## src/rtl/core/bam_pkg.sv

```systemverilog
// Shared types, constants and codes for the block bitmap allocator.
package bam_pkg;

  localparam int BAM_MAX_BLOCKS_DEF = 8192;

  localparam int OP_W   = 2;
  localparam int IDX_W  = 13;
  localparam int CNT_W  = 14;
  localparam int STAT_W = 2;
  localparam int WORD_W = 8;

  localparam int MIN_BLOCKS = 32;

  localparam logic [CNT_W-1:0]  RESET_BLOCKS  = 14'd32;
  localparam logic [CNT_W-1:0]  RESET_FREE    = 14'd30;
  localparam logic [CNT_W-1:0]  RESERVED_CNT  = 14'd2;
  localparam logic [CNT_W-1:0]  CNT_MAX       = 14'h3FFF;
  localparam logic [WORD_W-1:0] RESERVED_WORD = 8'hC0;
  localparam logic [WORD_W-1:0] FULL_WORD     = 8'hFF;
  localparam logic [WORD_W-1:0] TOP_BIT       = 8'h80;

  localparam logic [STAT_W-1:0] STATUS_OK    = 2'd0;
  localparam logic [STAT_W-1:0] STATUS_RANGE = 2'd1;
  localparam logic [STAT_W-1:0] STATUS_NONE  = 2'd2;

  typedef enum logic [OP_W-1:0] {
    OP_MARK_USED = 2'd0,
    OP_MARK_FREE = 2'd1,
    OP_FIND      = 2'd2,
    OP_FORMAT    = 2'd3
  } op_t;

  typedef enum logic [2:0] {
    S_CLEAR,
    S_IDLE,
    S_MARK_RD,
    S_MARK_WR,
    S_FIND,
    S_DONE
  } state_t;

  typedef struct packed {
    logic              bit_set;
    logic              zero_hit;
    logic [2:0]        zero_pos;
    logic [WORD_W-1:0] new_word;
  } word_res_t;

endpackage

```

## src/rtl/core/bam_word_unit.sv

```systemverilog
// Shared bitmap word unit: bit test, bit set/clear and first-free search.
module bam_word_unit import bam_pkg::*; (
  input  logic [WORD_W-1:0] word,
  input  logic [2:0]        bit_sel,
  input  logic              set_bit,
  output word_res_t         res
);

  always_comb begin
    logic [WORD_W-1:0] mask;
    mask         = TOP_BIT >> bit_sel;
    res.bit_set  = |(word & mask);
    res.new_word = set_bit ? (word | mask) : (word & ~mask);
    res.zero_hit = (word != FULL_WORD);
    res.zero_pos = '0;
    for (int j = 0; j < WORD_W; j++) begin
      if (!word[j]) begin
        res.zero_pos = 3'(WORD_W - 1 - j);
      end
    end
  end

endmodule

```

## config.mk

```make
export PLATFORM = sky130hd
export DESIGN_NAME = bam_word_unit
export DESIGN_NICKNAME = d
export VERILOG_FILES = /design/src/rtl/core/bam_pkg.sv /design/src/rtl/core/bam_word_unit.sv
export SDC_FILE = /design/constraint.sdc
export NUM_CORES = 1
export LEC_CHECK = 0
export ABC_AREA = 1
export BUFFER_PORTS_ARGS = -buffer_cell sky130_fd_sc_hd__buf_2
export CAP_MARGIN = 20
export CORE_AREA = 3 3 40 42
export DETAILED_ROUTE_END_ITERATION = 7
export DIE_AREA = 0 0 43 45
export PLACE_DENSITY_LB_ADDON = 0.25
export REMOVE_ABC_BUFFERS = 1
export SYNTH_ARGS = -nofsm -noshare
export SYNTH_HDL_FRONTEND = slang
export SYNTH_SLANG_ARGS = --single-unit
export TNS_END_PERCENT = 30
```

## constraint.sdc

```tcl
create_clock -name vclk -period 0.8
set_input_delay 0.04 -clock vclk [all_inputs]
set_output_delay 0.04 -clock vclk [all_outputs]
set_load 0.03 [all_outputs]
```

==> results.yml <==
outcome:
  status: "finished with violations"
  violations: "negative setup slack"
global_routing:
  globalRouteOverflowTotal: 0
  grt_start_max_net_pins: 9
  antenna_found_initial: 0
  grtUsageTotal_pct: 10.7
  grt_pass1_wl_microns: 1700
  grt_pass1_vias: 404
timing:
  drv_slew: 0
  fin_crit_sh_pct: 102
  rsz0062_at_grt: "true"
  slew_headroom_pct: 80.8
  finalSetupViolCount: 1
  holdWs_ns: 0.398
  timing.final.ws_setup_ns: -0.0140
  fmax_ghz: 1.23
  post-route-min-period_ns: 0.814
  hold_viol: 0
  max_slew.worst_pin.slew_ns: 0.287
routing:
  num_vias: 500
  wl_microns: 1220
  drt-initial-drc-count: 2
  via_per_inst: 4.81
  first_pass_iters: 2
  drtAntennaViolNets: 0
  avgRoutedWirePerCell_microns: 11.7
  route.detailed.drc: 0
cells_and_area:
  post-route-util_pct: 48.2
  drive_above_1_share_pct: 52.8
  area_delta_synth_final_pct: 113
  final_cells: 104
  antenna_cells: 0
  finalNetCount: 103
  seq_cells: 0
  seqCellArea_sq_um: 0
  clkbuf_count: 0
die:
  ios: 25
  start_util_pct: 22.6
  rows: 13
  die_y_microns: 45
  die_w_microns: 43
  fp.dieArea_sq_mm: 0.00194
  core_sq_mm: 0.00128
clock_tree:
  cts_hold_buf: 0
setup_path:
  critPathMaxStageDelay_ns: 0.14
  critPathRequiredTime_ns: 0.76
  worstPathArrival_ns: 0.77
  crit_path_start_kind: "primary input"
  critical-path-slowest-cell: "buf_4"
  worstPathMaxFanout: 4
  crit_path_cell_trace: "buf_12 > buf_4 > nand4_1 > o21ai_1 > nor2_1 > nand2_1 > buf_6"
  cp-end-kind: "output pin"
  crit_type: "primary input to output pin"
power_and_ir_drop:
  peakVddDrop_uv: 281
  powerDensity_mw_per_mm2: 677
  p_leak_nw: 0.306
hold_path:
  whs_path_depth: 3
  min-delay-path-class: "primary input to output pin"
synthesis:
  syn_avg_cell_area_sq_um: 4.84
  synth_top_area_share_pct: 24.6
  yosys_warnings: 0
  synth.most_common_cell: "nand2_1"
  synth_cell_types: 17
  synth_commonest_cells: "nand2_1, o21ai_1, inv_1, nand3_1"
  ys_seq_area_share_pct: 0
  syn_area_sq_um: 290
  postSynthCellCount: 60
  synth.largest_area_cell: "nand2_1"
  synth.area.top_cells: "nand2_1, o21ai_1, nand3_1, inv_1, nor3_4"
placement:
  globalplace.congestion: 0.760
  io_buffers: 25
  dp.final_hpwl_microns: 835
  pre_cts_slack_ns: -0.154
  post-place-cells: 101
job:
  drv_cap: 0
[what timing repair did]
| item | 4_1_cts | 5_1_grt |
|---|---|---|
| endpoints found under the setup margin | 7 | 8 |
| gates resized for setup | 17 | 32 |
| cloned | 0 | 0 |
| pin swaps | 4 | 8 |
| buffers inserted | 0 | 3 |
[routing by layer]
metal	up-vias	part of all wire, %	GRT usage, %
li1	261	-	-
met1	224	45	17.1
met2	15	50	16.5
met3	0	5.1	0.797
met4	0	0	0
met5	-	0	0
[worst max-delay path: cells and delay by family]
kind / cells / cell delay [ns]
buffers and inverters: 3 / 0.39
and+or+nand+nor: 3 / 0.27
AOI/OAI and AO/OA: 1 / 0.07
[cell usage in the layout, fill, tap and decap left out, types with 3 or more instances in the layout]
master   instances
inv_1            4
buf_4            8
inv_2            3
nand3_1          4
o21ai_1          7
buf_2           14
nand2_1         15
buf_6            5
[layout make-up]
cell class                 count  area [sq um]
fill                         135           666
multi-input combinational     50           309
timing repair buffer          31           256
inverter                       8          35.0
tap                           15          18.8
[power breakdown]
| part | internal (W) | leakage [nW] | switching, W |
|---|---|---|---|
| Sequential | 0 | 0 | 0 |
| Clock | 0 | 0 | 0 |
| Combinational | 0.000172 | 0.306 | 0.000248 |
| Total | 0.000172 | 0.306 | 0.000248 |
[logic make-up (layout without fill, tap and decap cells)]
family / count (synthesis) / in the layout / synth area share [%]
AO/OA/AOI/OAI: 15 / 15 / 27.6
buffers and inverters: 10 / 39 / 15.9
AND/OR/NAND/NOR: 35 / 35 / 56.5
[path summary, 6_finish.rpt]
kind / startpoint / to / slack (ns)
worst min-delay path: word[6] / res[8] / 0.40
worst max-delay path: bit_sel[1] / res[12] / -0.01
[through the flow]
stage,TNS (ns),power (W),cell area [sq um]
6_report,-0.0140,0.000419,619
5_1_grt,-0.153,0.000451,619
4_1_cts,-0.0276,0.000350,493
3_5_place_dp,-0.255,0.000312,440
3_3_place_gp,-0.214,0.000311,440
2_1_floorplan,-0.571,0.000187,274
No activity file was read; power rests on OpenSTA's default activity.
